**config.mk**
```make
export PLATFORM = sky130hd
export DESIGN_NAME = permutation_crossover_core
export DESIGN_NICKNAME = d
export VERILOG_FILES = /design/src/design/pcx_pkg.sv /design/src/design/pcx_datapath.sv /design/src/design/pcx_ctrl.sv /design/src/design/permutation_crossover_core.sv
export SDC_FILE = /design/constraint.sdc
export NUM_CORES = 1
export LEC_CHECK = 0
export ABC_AREA = 1
export BUFFER_PORTS_ARGS = -buffer_cell sky130_fd_sc_hd__buf_2
export CAP_MARGIN = 15
export CORE_MARGIN = 2
export CORE_UTILIZATION = 31
export DETAILED_ROUTE_END_ITERATION = 16
export HOLD_SLACK_MARGIN = 0.08
export PLACE_DENSITY = 0.51
export SYNTH_ARGS = -nofsm -noshare
export SYNTH_HDL_FRONTEND = slang
export SYNTH_SLANG_ARGS = --single-unit
```
**constraint.sdc**
```tcl
create_clock -name clk -period 2.9 [get_ports clk]
set_input_delay 0.435 -clock clk [delete_from_list [all_inputs] [get_ports clk]]
set_output_delay 0.435 -clock clk [all_outputs]
set_load 0.05 [all_outputs]
```
**src/design/pcx_pkg.sv**
```systemverilog
`default_nettype none
package pcx_pkg;

  // Tour storage depth and derived widths
  localparam int MAX_CITIES = 32;
  localparam int CITY_W     = 5;
  localparam int CITY_IDS   = 1 << CITY_W;
  localparam int POS_W      = $clog2(MAX_CITIES);
  localparam int CNT_W      = $clog2(MAX_CITIES + 1);
  localparam int CMP_W      = (CNT_W > CITY_W) ? CNT_W : CITY_W;

  // Stream widths, padded to whole bytes
  localparam int IN_TDATA_W  = ((3 * CITY_W + 7) / 8) * 8;
  localparam int OUT_TDATA_W = ((CITY_W + 7) / 8) * 8;

  // Commands from the controller to the datapath
  typedef struct packed {
    logic load;         // store one position of both parents
    logic start;        // last position: latch cut and tour length
    logic skip;         // second parent city already taken, step the walk
    logic place;        // write the next child city to the output register
    logic take_second;  // placed city comes from the second parent
  } cmd_t;

  // Status from the datapath to the controller
  typedef struct packed {
    logic use_first;     // child position lies before the cut
    logic walk_done;     // second parent exhausted
    logic second_taken;  // current second parent city already placed
    logic final_pos;     // child position is the last of the tour
    logic out_busy;      // output register holds an untaken transaction
  } stat_t;

endpackage
`default_nettype wire

```
**src/design/pcx_datapath.sv**
```systemverilog
`default_nettype none
module pcx_datapath (
  input  wire logic                           clk,
  input  wire logic                           rst,
  input  wire pcx_pkg::cmd_t                  cmd,
  output pcx_pkg::stat_t                      stat,
  input  wire logic [pcx_pkg::CITY_W-1:0]     in_first,
  input  wire logic [pcx_pkg::CITY_W-1:0]     in_second,
  input  wire logic [pcx_pkg::CITY_W-1:0]     in_cut,
  output logic      [pcx_pkg::CITY_W-1:0]     child_city,
  output logic                                child_last,
  output logic                                out_valid,
  input  wire logic                           out_ready
);

  // Parent stores, one read port each
  logic [pcx_pkg::CITY_W-1:0] first_mem  [pcx_pkg::MAX_CITIES];
  logic [pcx_pkg::CITY_W-1:0] second_mem [pcx_pkg::MAX_CITIES];
  logic [pcx_pkg::CITY_W-1:0] first_q;
  logic [pcx_pkg::CITY_W-1:0] second_q;

  logic [pcx_pkg::CNT_W-1:0]    load_count;
  logic [pcx_pkg::CNT_W-1:0]    load_count_next;
  logic [pcx_pkg::CNT_W-1:0]    n_len;
  logic [pcx_pkg::CITY_W-1:0]   saved_cut;
  logic [pcx_pkg::POS_W-1:0]    pos;
  logic [pcx_pkg::CNT_W-1:0]    walk;
  logic [pcx_pkg::CITY_IDS-1:0] taken;

  logic                         store_full;
  logic                         store_we;
  logic [pcx_pkg::CITY_W-1:0]   place_city;

  // Load bookkeeping: positions beyond the store are dropped
  assign store_full      = (load_count == pcx_pkg::CNT_W'(pcx_pkg::MAX_CITIES));
  assign store_we        = cmd.load && !store_full;
  assign load_count_next = store_full ? load_count : load_count + pcx_pkg::CNT_W'(1);
  assign place_city      = cmd.take_second ? second_q : first_q;

  // Status to the controller
  assign stat.use_first    = pcx_pkg::CMP_W'(pos) < pcx_pkg::CMP_W'(saved_cut);
  assign stat.walk_done    = (walk >= n_len);
  assign stat.second_taken = taken[second_q];
  assign stat.final_pos    = (pcx_pkg::CNT_W'(pos) + pcx_pkg::CNT_W'(1)) == n_len;
  assign stat.out_busy     = out_valid && !out_ready;

  // Parent stores: write on load, registered read at the child position and walk
  always_ff @(posedge clk) begin
    if (store_we) begin
      first_mem[load_count[pcx_pkg::POS_W-1:0]]  <= in_first;
      second_mem[load_count[pcx_pkg::POS_W-1:0]] <= in_second;
    end
    first_q  <= first_mem[pos];
    second_q <= second_mem[walk[pcx_pkg::POS_W-1:0]];
  end

  // Job counters, taken map and output register
  always_ff @(posedge clk) begin
    if (rst) begin
      load_count <= '0;
      n_len      <= '0;
      saved_cut  <= '0;
      pos        <= '0;
      walk       <= '0;
      taken      <= '0;
      out_valid  <= 1'b0;
    end else begin
      if (out_valid && out_ready && !cmd.place) begin
        out_valid <= 1'b0;
      end
      if (cmd.load) begin
        load_count <= load_count_next;
      end
      if (cmd.start) begin
        n_len     <= load_count_next;
        saved_cut <= in_cut;
        pos       <= '0;
        walk      <= '0;
      end
      if (cmd.skip) begin
        walk <= walk + pcx_pkg::CNT_W'(1);
      end
      if (cmd.place) begin
        child_city <= place_city;
        child_last <= stat.final_pos;
        out_valid  <= 1'b1;
        if (cmd.take_second) begin
          walk <= walk + pcx_pkg::CNT_W'(1);
        end
        // last child city ends the job
        if (stat.final_pos) begin
          taken      <= '0;
          load_count <= '0;
        end else begin
          taken[place_city] <= 1'b1;
          pos               <= pos + pcx_pkg::POS_W'(1);
        end
      end
    end
  end

  // Checks
  a_place_free: assert property (@(posedge clk) disable iff (rst)
    cmd.place |-> !(out_valid && !out_ready))
    else $error("child city placed over an untaken transaction");

  a_skip_taken: assert property (@(posedge clk) disable iff (rst)
    cmd.skip |-> taken[second_q])
    else $error("second parent city skipped though not taken");

  a_walk_bound: assert property (@(posedge clk) disable iff (rst)
    walk <= n_len)
    else $error("second parent walk ran past the tour length");

  a_job_end: assert property (@(posedge clk) disable iff (rst)
    (cmd.place && stat.final_pos) |=> (load_count == '0 && taken == '0))
    else $error("job state not cleared after the last child city");

endmodule
`default_nettype wire

```
**src/design/pcx_ctrl.sv**
```systemverilog
`default_nettype none
module pcx_ctrl (
  input  wire logic           clk,
  input  wire logic           rst,
  input  wire logic           in_valid,
  input  wire logic           in_last,
  output logic                in_ready,
  input  wire pcx_pkg::stat_t stat,
  output pcx_pkg::cmd_t       cmd
);

  typedef enum logic [1:0] {
    ST_LOAD,
    ST_FETCH,
    ST_DECIDE
  } state_t;

  state_t state;
  state_t state_next;

  assign in_ready = (state == ST_LOAD);

  // Command decode and next state
  always_comb begin
    cmd        = '0;
    state_next = state;
    unique case (state)
      ST_LOAD: begin
        cmd.load  = in_valid;
        cmd.start = in_valid && in_last;
        if (in_valid && in_last) begin
          state_next = ST_FETCH;
        end
      end
      ST_FETCH: begin
        state_next = ST_DECIDE;
      end
      ST_DECIDE: begin
        priority if (stat.out_busy) begin
          state_next = ST_DECIDE;
        end else if (stat.use_first || stat.walk_done) begin
          cmd.place  = 1'b1;
          state_next = stat.final_pos ? ST_LOAD : ST_FETCH;
        end else if (stat.second_taken) begin
          cmd.skip   = 1'b1;
          state_next = ST_FETCH;
        end else begin
          cmd.place       = 1'b1;
          cmd.take_second = 1'b1;
          state_next      = stat.final_pos ? ST_LOAD : ST_FETCH;
        end
      end
      default: state_next = ST_LOAD;
    endcase
  end

  // State register
  always_ff @(posedge clk) begin
    if (rst) begin
      state <= ST_LOAD;
    end else begin
      state <= state_next;
    end
  end

endmodule
`default_nettype wire

```
**src/design/permutation_crossover_core.sv**
```systemverilog
`default_nettype none
// One-point order crossover of two parent tours. Each input transaction loads
// one city of each parent, one per cycle; the transaction with tlast set also
// carries the cut and starts the job. The child tour then leaves one city per
// transaction, tlast on its final city: positions before the cut copy the
// first parent, later positions take the second parent's cities in order,
// skipping cities already placed, and fall back to the first parent's city
// once the second parent is exhausted. Each child position passes a fetch
// state, the registered read of the parent stores, then a decide state, which
// waits while the output register holds an untaken transaction; every skipped
// second-parent city adds another fetch and decide. No new parent is accepted
// until the last child city is placed in the output register. Up to 32
// positions are held; further positions of a job are dropped.
module permutation_crossover_core (
  input  wire logic                                clk,
  input  wire logic                                rst,
  input  wire logic                                s_tvalid,
  output logic                                     s_tready,
  // [4:0] city_from_first, [9:5] city_from_second, [14:10] cut_point
  input  wire logic [pcx_pkg::IN_TDATA_W-1:0]      s_tdata,
  input  wire logic                                s_tlast,    // last_city
  output logic                                     m_tvalid,
  input  wire logic                                m_tready,
  // [4:0] child_city
  output logic      [pcx_pkg::OUT_TDATA_W-1:0]     m_tdata,
  output logic                                     m_tlast     // child_last
);

  pcx_pkg::cmd_t               cmd;
  pcx_pkg::stat_t              stat;
  logic [pcx_pkg::CITY_W-1:0]  child_city;

  pcx_ctrl u_ctrl (
    .clk      (clk),
    .rst      (rst),
    .in_valid (s_tvalid),
    .in_last  (s_tlast),
    .in_ready (s_tready),
    .stat     (stat),
    .cmd      (cmd)
  );

  pcx_datapath u_datapath (
    .clk        (clk),
    .rst        (rst),
    .cmd        (cmd),
    .stat       (stat),
    .in_first   (s_tdata[pcx_pkg::CITY_W-1:0]),
    .in_second  (s_tdata[2*pcx_pkg::CITY_W-1:pcx_pkg::CITY_W]),
    .in_cut     (s_tdata[3*pcx_pkg::CITY_W-1:2*pcx_pkg::CITY_W]),
    .child_city (child_city),
    .child_last (m_tlast),
    .out_valid  (m_tvalid),
    .out_ready  (m_tready)
  );

  // Output packing
  assign m_tdata = pcx_pkg::OUT_TDATA_W'(child_city);

endmodule
`default_nettype wire

```
Word level (Yosys, flattened, before mapping)
Memories as Yosys holds them, arrays and structs flattened. A register that Yosys moved wholly into a read port is not among the register bits. Index checks and enable logic that the tools add are counted.

RAM bits: 320. Bits in registers: 69. Logic and storage cells: 76. Memories: 2. Output and inout port bits: 11. Bits of input ports: 21.

Memory list: u_datapath.first_mem (depth 32, bits a word 5, rd ports 1, clocked after Yosys merged registers in 1, write ports 1, line pcx_datapath.sv:17) `logic [pcx_pkg::CITY_W-1:0] first_mem [pcx_pkg::MAX_CITIES];`; u_datapath.second_mem (depth 32, bits a word 5, rd ports 1, clocked after Yosys merged registers in 1, write ports 1, line pcx_datapath.sv:18) `logic [pcx_pkg::CITY_W-1:0] second_mem [pcx_pkg::MAX_CITIES];`.

Equality and inequality tests: 5. Multiplexer cells: 35. Bitwise logic cells: 2. $add $sub $neg: 4. Reduce and logical (&&, ||, !) cells: 13. $lt $le $gt $ge: 5.

Operator list (number): $mux 6 (8); $mux 32 (1); $or 32x32->32 (1); $mux 5 (4); $add 6x1->6 const B (2); $lt 5x6->1 const B (2); $mux 2 (6); $mux 1 (11); $add 5x1->6 const B (1); $eq 6x6->1 (1); $eq 6x6->1 const B (1); $ge 6x6->1 (1); $logic_and 1x1->1 (6); $mux 3 (2); $pmux 2 s3 (1); $add 5x1->5 const B (1); $bmux 1 s5 (1); $demux 1 s5 (1); $ge 5x1->1 const B (1); $lt 5x5->1 (1); $logic_not 1->1 (3); $eq 2x1->1 const B (1); $eq 2x2->1 const B (1); $logic_not 2->1 (1); other kinds (5) (5).

Depth between registers and ports, before layout
Gate-level depths: netlist (run 1).

Word-level depth: 13. Mapped depth: 19. Mapped depth without buffers: 16.

Modules after synthesis
Synthesis (run 1) repeated with hierarchy kept, for this count alone.

Cell total of the unflattened synthesis: 1516. Area total of the unflattened synthesis: 16443.3 um^2.

Modules (own cells, without submodules): pcx_datapath (cells an instance 1487, area each 16248.1 um^2, instances 1, seq. area each 11210.8 um^2); pcx_ctrl (cells an instance 25, area each 168.9 um^2, instances 1, seq. area each 40.0 um^2); permutation_crossover_core (cells an instance 4, area each 26.3 um^2, instances 1, seq. area each 0.0 um^2).

Worst setup path after synthesis (run 1)
No wires, ideal clock.

Path kind: reg-to-reg. Start: register u_ctrl.state[1]. End: memory u_datapath.first_mem[8][0] in the netlist's numbering, enable pin. Arrival time: 2562 ps. Path buffers: 0. Period minus slack after synthesis: 2952 ps. Slack: -52 ps. Library setup time: 390 ps. Required time: 2510 ps. Cell stages (with the launch flop): 8. Cell sequence: dfxtp_1 nor2_1 nand2_1 nor2_1 inv_1 nor2_1 nand2_1 nor3_1.

Word-level cells in the longest chain between the ends: 5.

RTL lines: start: declaration (line pcx_ctrl.sv:18) `state_t state;`; start signal: assignment (line pcx_ctrl.sv:62) `state <= state_next;`; $logic_not 2->1; via s_tready (line permutation_crossover_core.sv:18) `output logic s_tready,`; $mux 2 (line pcx_ctrl.sv:27) `unique case (state)`; $logic_and 1x1->1 (line pcx_datapath.sv:36) `assign store_we = cmd.load && !store_full;`; $mux 1 (line pcx_datapath.sv:49) `if (store_we) begin`; $mux 1 (implied by the code) (line pcx_datapath.sv:50) `first_mem[load_count[pcx_pkg::POS_W-1:0]] <= in_first;`; end: declaration (line pcx_datapath.sv:17).

The timed path passes the listed nets, and every way through them passes these cells.

Worst setup path in the final report (run 1)
Start: register u_datapath.load_count[0] in the netlist's numbering. End: memory u_datapath.first_mem[9][1] in the netlist's numbering, enable pin.

Word-level cells in the longest chain between the ends: 5.

RTL lines: start: declaration (line pcx_datapath.sv:22) `logic [pcx_pkg::CNT_W-1:0] load_count;`; start signal: assignment (line pcx_datapath.sv:72) `load_count <= load_count_next;`; $eq 6x6->1 (line pcx_datapath.sv:35) `assign store_full = (load_count == pcx_pkg::CNT_W'(pcx_pkg::MAX_CITIES));`; $logic_not 1->1 (line pcx_datapath.sv:36); $logic_and 1x1->1 (line pcx_datapath.sv:36); $mux 1 (line pcx_datapath.sv:49); $mux 1 (implied by the code) (line pcx_datapath.sv:50).

Parallel ways exist; a longest one is shown, timed or not.

==> results of run 1 <==
==> Yosys cell counts <==
master	instances
xnor2_1	1
nor2_2	2
buf_4	6
buf_6	2
nand3_1	44
dfxtp_1	73
clkinv_1	2
nand2_4	1
nand3_4	3
or3b_2	1
nor3_1	4
o21bai_1	1
nand3_2	4
nand2_2	9
conb_1	1
a21oi_1	59
inv_1	93
nand4_1	13
buf_2	7
edfxtp_1	326
o21ai_4	1
clkbuf_1	64
xor2_1	8
o221ai_1	14
o21ai_1	2
o31ai_1	1
o211ai_1	7
buf_1	3
nor2_4	13
a32o_1	1
o22ai_1	74
inv_2	5
buf_8	1
ha_1	16
and3_1	1
inv_4	1
a211oi_1	7
nor4_1	1
o21ai_0	199
nor2_1	240
o21ai_2	1
nand2_1	174
==> final timing paths <==
check / from / to / slack (ps) / cells after the start
worst min register to register: u_datapath.taken[2] / u_datapath.taken[2] / 450 / 2
worst max register to register: u_datapath.load_count[0] / u_datapath.first_mem[9][1] / 280 / 7
worst max-delay path: u_datapath.load_count[0] / u_datapath.first_mem[9][1] / 280 / 7
worst min-delay path: s_tdata[10] / u_datapath.saved_cut[0] / 110 / 3
==> power by group through the flow <==
| stage | sequential, W | clock (W) | combinational (W) |
|---|---|---|---|
| final | 0.00631 | 0.00553 | 0.000513 |
| after global routing | 0.00631 | 0.00588 | 0.000572 |
| after CTS | 0.00631 | 0.00566 | 0.000515 |
| after detailed placement | 0.00643 | 0 | 0.000512 |
| after global placement | 0.00643 | 0 | 0.000508 |
| after floorplan | 0.00641 | 0 | 0.000314 |
==> metrics by stage <==
stage | worst slack [ps] | instance area [um^2] | instances | hold WS (ps)
2_1_floorplan | 228 | 16600 | 1488 | 429
3_3_place_gp | 268 | 17600 | 2173 | 436
3_5_place_dp | 192 | 17600 | 2173 | 440
4_1_cts | 121 | 19000 | 2252 | 87.0
5_1_grt | 35.6 | 19100 | 2256 | 125
6_report | 282 | 19100 | 2256 | 109
==> kinds of logic after synthesis <==
| logic type | after synthesis | synth area share, % |
|---|---|---|
| AOI/OAI and AO/OA | 367 | 12.3 |
| xor gates and xnor gates | 9 | 0.477 |
| adders and majority gates | 16 | 1.21 |
| buffers and inverters | 184 | 4.54 |
| DFF | 399 | 68.0 |
| other | 1 | 0.0227 |
| and+or+nand+nor | 510 | 13.4 |
==> sequential cells by signal, indices dropped and copies added, names as in the netlist, 6 cells and up <==
register               cells
u_datapath.first_mem     160
u_datapath.second_mem    160
u_datapath.taken          32
u_datapath.load_count      6
u_datapath.n_len           6
u_datapath.walk            6
==> worst min-delay path, cell delays in order <==
cell and delay, ps:
buf_2 80, nor2_1 40, nor2_1 80
==> metal layers <==
layer | GRT usage [%] | vias up | wire length (um)
li1 | - | 5348 | -
met1 | 21.3 | 5501 | 19800
met2 | 23.9 | 249 | 19400
met3 | 2.61 | 58 | 1990
met4 | 4.07 | 0 | 845
met5 | 0 | - | 0
==> cell type report <==
cell class,count,area [um^2],share of cell area [%]
Clock buffer,52,1150,6.05
Timing Repair Buffer,84,583,3.06
Multi-Input combinational cell,905,4560,23.9
Clock inverter,27,268,1.40
Sequential cell,399,11300,59.0
Tap cell,688,861,4.52
Inverter,101,382,2.00
==> what timing repair did <==
item,CTS,global route
setup buffers,0,0
setup endpoints to repair,0,14
gates resized for setup,0,1
==> flow_summary.ini, run 1 <==
[global_routing]
grt_pass1_vias = 10576
grt_first_pass_wirelength_um = 64400
grtUsageTotal_pct = 15.1
antenna_found_initial = 0
grt_max_degree = 83
grt-ovfl-total = 0

[cells_and_area]
final_util_pct = 36.2
layout_commonest_cell = edfxtp_1
antenna_cells = 0
num-nets-final = 1571
area_growth_pct = 15.2
most-common-layout-cells = edfxtp_1, nor2_1, o21ai_0
drive_above_1_share_pct = 12.1
fillers = 5177

[floorplan]
start_util_pct = 31.4
die_h_um = 235
io-pin-count = 32
die_area_um2 = 55200
fp-row-count = 84
die_x_um = 235
core-area_um2 = 52700

[sta]
setup_viol = 0
max-slew-margin-rel_pct = 24.2
setup_tns_ps = 0
min_period_ps = 2620
tightest_slew_ps = 1130
finalCritPeriodShare_pct = 90.3
fmax_ghz = 0.382
fin_worst_skew_ps = 18.5
hold_violations = 0
slew_viol_final = 0
rsz0062_at_grt = false

[power]
vdd_drop_max_uv = 411
p_int_w = 0.00968
p_seq_share_pct = 51.1
p_sw_share_pct = 21.6
p_sw_w = 0.00267
power_w = 0.0124
comb_power_share_pct = 4.2
p_per_area_nw_per_um2 = 648
p_clk_share_pct = 44.8
leakage_nw = 6.56

[critical_path]
cp_top_family = simple AND/OR/NAND/NOR gates
crit_path_end_kind = register
arrival_ps = 2800
cp-start-kind = register
slowest_delay_ps = 910
worst-path-buf-inv = 2
path_cells = inv_1, ha_1, inv_1, nor4_1, nor2_1, nand2_1, nor2_1
critical_path_required_ps = 3080
slowest_stage = nor2_1
worstPathMaxFanout = 10
crit_type = reg -> reg

[clocking]
clock_sinks = 399
clk_pin_slew_ps = 60
clk_latency_ps = 570
cts_tree = built
cts_root_buffer = clkbuf_16
cts_buffers = 43
hold_buffers = 0
htree_levels = 2
cts_buffer_depth = 3

[route]
first_pass_iters = 5
wirelength_um = 42100
routed_via_density = 4.95
drc = 0
drt_iter0_markers = 914
ant_nets = 0
num_vias = 11156
wl_per_cell_um = 18.7

[logic_synthesis]
syn-mean-instance-area_um2 = 11.1
synthDominantCellAreaShare_pct = 59.2
synth_top_cells_by_area = edfxtp_1, dfxtp_1, o21ai_0
synth_top_area_cell = edfxtp_1
ys_warn_count = 0
ys_types = 42
syn-cell-area_um2 = 16500
syn_inst = 1486
ys_seq_area_share_pct = 68.0
ys_ff_latch = 399

[run]
cap_viol_max_count = 0

[placement]
dp_hpwl_um = 25600
port_buffers = 27
place.gp.congestion = 0.796

[status]
status = finished clean

[worst_hold_path]
hold_class = in -> reg
No activity file was read; power rests on OpenSTA's default activity.
==> run 2: changes to the inputs <==
ABC_AREA = not set   (was 1)
==> run 2 against run 1 <==
Compared with the run above: synthesized cell count down 36%; clock-buffer cell count stayed put; via count decreased by 24%; highest routed layer unchanged.
==> flow_summary.ini, run 2 <==
[status]
status = finished clean

[critical_path]
crit-reg2reg-launch = u_datapath.second_q[1]
path_depth = 8
ff2ff_path_depth = 8
path_cells = buf_12, mux2i_1, mux4_2, a22oi_2, nand2_2, o211ai_2, mux2_2, nor2_1
r2r_slack_ps = 290
r2r-end = u_datapath.pos[0]
critical_path_required_ps = 3370
cp_top_family = multiplexers
arrival_ps = 3080
worstPathMaxFanout = 21
worst-path-buf-inv = 1
slowest_delay_ps = 490
crit_path_end_kind = register
crit_type = reg -> reg
slowest_stage = mux4_2
cp-start-kind = register

[route]
wirelength_um = 36000
drc = 0
routed_via_density = 4.86
first_pass_iters = 5
num_vias = 8493
ant_nets = 0
wl_per_cell_um = 20.6
drt_iter0_markers = 581

[run]
cap_viol_max_count = 0

[global_routing]
grt_pass1_vias = 8626
gr-usage-met2_pct = 21.0
met1_usage_pct = 19.2
grt_first_pass_wirelength_um = 54800
grt_util_met3_pct = 2.47
grt-ovfl-total = 0
grt_max_degree = 45
busiest_layer = met2
antenna_found_initial = 1
grtUsageTotal_pct = 13.4

[sta]
slew_viol_final = 0
setup_viol = 0
fmax_ghz = 0.383
rsz0062_at_grt = false
max-slew-margin-rel_pct = 45.8
hold_violations = 0
setup_tns_ps = 0
fin_worst_skew_ps = 16.9
min_period_ps = 2610
tightest_slew_ps = 811
finalCritPeriodShare_pct = 90.0

[cells_and_area]
regArea_um2 = 11300
num-nets-final = 1069
multiInputGateArea_um2 = 4820
layout_commonest_cell = edfxtp_1
antenna_cells = 0
fillers = 4937
drive_above_1_share_pct = 28.2
most-common-layout-cells = edfxtp_1, mux4_2, dfxtp_1
area_growth_pct = 15.2

[logic_synthesis]
syn_inst = 951
synth_top_cells_by_area = edfxtp_1, mux4_2, dfxtp_1
ys_types = 64
ys.flop_type = edfxtp_1
synth_common_cells = edfxtp_1, mux4_2, dfxtp_1, nor2_1, nand2_1
async_flop_share_pct = 0
synth.most_common_cell = edfxtp_1
ys_seq_area_share_pct = 68.3
synth_top_area_cell = edfxtp_1
ys_ff_latch = 399
synth-edff-count = 326
syn-cell-area_um2 = 16500
ys_warn_count = 0
syn-mean-instance-area_um2 = 17.3
synthDominantCellAreaShare_pct = 59.4

[clocking]
cts_tree = built
hold_buffers = 0
clk_pin_slew_ps = 60
cts_resized = 0
post-cts-setup-buffers = 0
cts_buffer_depth = 3
clock_sinks = 399
cts_buffers = 41
cts_root_buffer = clkbuf_16
htree_levels = 2
clk_latency_ps = 550

[floorplan]
core-area_um2 = 52600
io-pin-count = 32
die_h_um = 235
die_x_um = 235
die_area_um2 = 55000
start_util_pct = 31.3
fp-row-count = 84

[worst_hold_path]
min_from = s_tdata[13]
hold_class = in -> reg
hold-path-cell-count = 3
hold_path_end = u_datapath.saved_cut[3]

[placement]
port_buffers = 27
place.gp.congestion = 0.720
dp_hpwl_um = 23200

[power]
power_w = 0.0117
vdd_drop_max_uv = 491
leakage_nw = 6.10
p_per_area_nw_per_um2 = 618
[run 2: changes by cell type in the layout (fill, tap and decap cells not counted), moves of 31 or more]
cell     change
a21oi_1     -31
inv_1       -56
mux4_2     +104
nand2_1    -137
nor2_1     -172
o21ai_0    -192
o22ai_1     -74
[run 2: how the worst max path moves through the flow]
stage	from	end
floorplan	u_ctrl.state[1]	u_datapath.first_mem[10][0]
global placement	u_datapath.second_q[1]	u_datapath.pos[0]
detailed placement	u_datapath.second_q[1]	u_datapath.pos[0]
CTS	u_datapath.second_q[1]	u_datapath.pos[0]
global route	u_datapath.saved_cut[2]	u_datapath.taken[15]
finish	u_datapath.second_q[1]	u_datapath.pos[0]
[run 2: area by class of cell]
cell class | instances | area share, %
sequential | 399 | 59.3
multi-input combinational | 462 | 25.4
clock buffer | 52 | 5.74
tap | 688 | 4.54
timing repair buffer | 92 | 3.61
inverter | 36 | 0.712
clock inverter | 19 | 0.699
[run 2: power by group]
group	internal (W)	switching, W
Combinational	0.000188	0.000326
Sequential	0.00625	0.0000556
Clock	0.00275	0.00216
Total	0.00918	0.00254
[run 2: routing by layer]
metal | up-vias | part of all wire [%]
met5 | - | 0
met4 | 0 | 2.1
met3 | 56 | 4.5
met2 | 176 | 47
met1 | 4370 | 47
li1 | 3891 | -
[run 2: through the flow]
| stage | hold WS, ps | worst slack (ps) | instances | instance area (um^2) | util [%] |
|---|---|---|---|---|---|
| final | 135 | 291 | 1748 | 19000 | 36.1 |
| after floorplan | 423 | 40.0 | 953 | 16500 | - |
| after detailed placement | 441 | 275 | 1677 | 17800 | 33.8 |
| after global routing | 118 | 69.5 | 1748 | 19000 | 36.1 |
| after global placement | 435 | 310 | 1677 | 17800 | 33.8 |
| after CTS | 115 | 268 | 1748 | 19000 | 36.1 |
[run 2: logic make-up (layout without fill, tap and decap cells)]
| group | count (synthesis) | in the layout | share of synthesized area (%) |
|---|---|---|---|
| buf+inv | 92 | 199 | 2.49 |
| mux | 137 | 137 | 16.3 |
| xor+xnor | 17 | 17 | 0.904 |
| simple gates | 185 | 185 | 5.39 |
| other cells | 1 | 3 | 0.0228 |
| flops | 399 | 399 | 68.3 |
| fa+ha+maj | 16 | 16 | 1.22 |
| compound gates | 104 | 104 | 5.34 |
[run 2: worst register-to-register path: stages, from the launching register on]
cell	delay [ps]
dfxtp_1	370
buf_12	210
mux2i_1	110
mux4_2	490
a22oi_2	230
nand2_2	250
o211ai_2	430
mux2_2	380
nor2_1	70
==> run 3: changes to the inputs <==
PLACE_DENSITY = not set   (was 0.51)
==> run 3 against run 2 <==
Compared with the run above: clock-buffer cell count is 5 higher; global-route usage is 0.52 points lower; core utilization is 0.12 points lower; final cell count is 0.57% lower; die area stayed put; register-to-register slack worse by 20 ps; clock power is 1% higher; first-iteration DRC count is 35% higher; maximum frequency is 0.68% lower; combinational power is 1% lower; sequential share of layout area is 0.20 points higher; clock skew is 5.0 ps lower; largest power group unchanged; highest routed layer unchanged.
==> flow_summary.ini, run 3 (synthesis results as in run 2) <==
[global_routing]
antenna_found_initial = 1
grtUsageTotal_pct = 12.9
grt_first_pass_wirelength_um = 53100
grt-ovfl-total = 0
grt_pass1_vias = 8597
grt_max_degree = 44

[sta]
tightest_slew_ps = 792
setup_tns_ps = 0
fin_worst_skew_ps = 11.9
setup_viol = 0
setup_ws_ps = 273
rsz0062_at_grt = false
fmax_ghz = 0.381
hold_violations = 0
min_period_ps = 2630
slew_viol_final = 0
max-slew-margin-rel_pct = 47.1
finalCritPeriodShare_pct = 90.6

[placement]
port_buffers = 27
placed_cells = 1668
dp_hpwl_um = 22400
place.gp.congestion = 0.769
dpl_worst_slack_ps = 130

[clocking]
cts_root_buffer = clkbuf_16
hold_buffers = 0
clk_latency_ps = 540
clock_sinks = 399
cts_tree = built
cts_buffer_depth = 3
cts_buffers = 41
clk_pin_slew_ps = 60
htree_levels = 2

[critical_path]
critical_path_required_ps = 3360
ff2ff_path_depth = 9
slowest_delay_ps = 490
arrival_ps = 3090
path_cells = inv_1, ha_1, a21o_1, a31oi_1, o211ai_1, nor2_2, nand4_1, or3_1, a21oi_1
slowest_stage = nor2_2
r2r_slack_ps = 270
crit_path_end_kind = register
crit-reg2reg-launch = u_datapath.n_len[2]
crit_type = reg -> reg
worstPathMaxFanout = 10
cp-start-kind = register
r2r-end = u_datapath.walk[5]

[route]
wirelength_um = 35000
drc = 0
wl_per_cell_um = 20.1
routed_via_density = 4.92
first_pass_iters = 5
drt_iter0_markers = 784
num_vias = 8545
ant_nets = 0

[power]
leakage_nw = 6.06
p_per_area_nw_per_um2 = 623
vdd_drop_max_uv = 345
power_w = 0.0118

[floorplan]
core-area_um2 = 52600
die_x_um = 235
start_util_pct = 31.3
io-pin-count = 32
die_h_um = 235
fp-row-count = 84
die_area_um2 = 55000

[worst_hold_path]
hold_path_end = u_datapath.saved_cut[3]
hold-path-cell-count = 3
hold_class = in -> reg
min_from = s_tdata[13]

[cells_and_area]
layout_commonest_cell = edfxtp_1
area_growth_pct = 14.8
fillers = 4900
antenna_cells = 0
final_cell_count_no_fill = 1738
most-common-layout-cells = edfxtp_1, mux4_2, dfxtp_1
drive_above_1_share_pct = 27.9
num-nets-final = 1060

[run]
cap_viol_max_count = 0

[status]
status = finished clean
run 3: cell types whose count changed in the layout (fill, tap and decap cells not counted), sizes merged:
cell,before,now
clkbuf,52,57
inv,37,38
bufinv,1,2
buf,92,83
clkinv,17,8
clkinvlp,0,1
run 3: how the worst max path moves through the flow:
| stage | from | to | slack (ps) | cells past startpoint |
|---|---|---|---|---|
| final | u_datapath.n_len[2] | u_datapath.walk[5] | 270 | 9 |
| after floorplan | u_ctrl.state[1] | u_datapath.first_mem[10][0] | 40 | 7 |
| after detailed placement | u_datapath.n_len[2] | u_datapath.taken[6] | 130 | 9 |
| after CTS | u_datapath.n_len[2] | u_datapath.taken[6] | 80 | 9 |
| after global placement | u_datapath.n_len[2] | u_datapath.taken[13] | 150 | 9 |
| after global routing | u_datapath.second_q[1] | u_datapath.taken[19] | 100 | 9 |
run 3: stage by stage:
step	util, %	cell area, um^2	hold WS (ps)
finish	36.0	18900	141
global placement	33.6	17700	434
global route	36.0	18900	136
floorplan	-	16500	423
detailed placement	33.6	17700	438
CTS	36.0	18900	119
run 3: worst max-delay path, delay by kind of cell (launching register included):
family                     cells  cell delay [ps]
AOI/OAI and AO/OA              4              720
adders and majority gates      1              290
buffers and inverters          1               70
DFF                            1              320
and+or+nand+nor                3             1160
run 3: repair_timing:
| action | in CTS | in global routing |
|---|---|---|
| gates resized for setup | 0 | 1 |
| endpoints found under the setup margin | 0 | 13 |
| setup buffers | 0 | 0 |
run 3: area by class of cell:
cell class | count | area (um^2) | share of cell area, %
Multi-Input combinational cell | 462 | 4820 | 25.5
Clock inverter | 13 | 119 | 0.628
Inverter | 36 | 135 | 0.714
Timing Repair Buffer | 83 | 593 | 3.14
Tap cell | 688 | 861 | 4.55
Sequential cell | 399 | 11300 | 59.5
Clock buffer | 57 | 1130 | 5.95
run 3: per-layer routing:
metal / wire length [um] / part of all wire [%] / vias to the layer above / track usage [%]
met3: 1760 / 5.0 / 43 / 2.48
li1: - / - / 3877 / -
met4: 581 / 1.7 / 0 / 2.99
met2: 16700 / 48 / 191 / 20.6
met5: 0 / 0 / - / 0
met1: 16000 / 46 / 4434 / 18.1
run 3: power by group:
part | total (W) | switching [W] | internal (W)
Sequential | 0.00630 | 0.0000533 | 0.00625
Clock | 0.00498 | 0.00210 | 0.00288
Combinational | 0.000509 | 0.000323 | 0.000186
Total | 0.0118 | 0.00247 | 0.00931
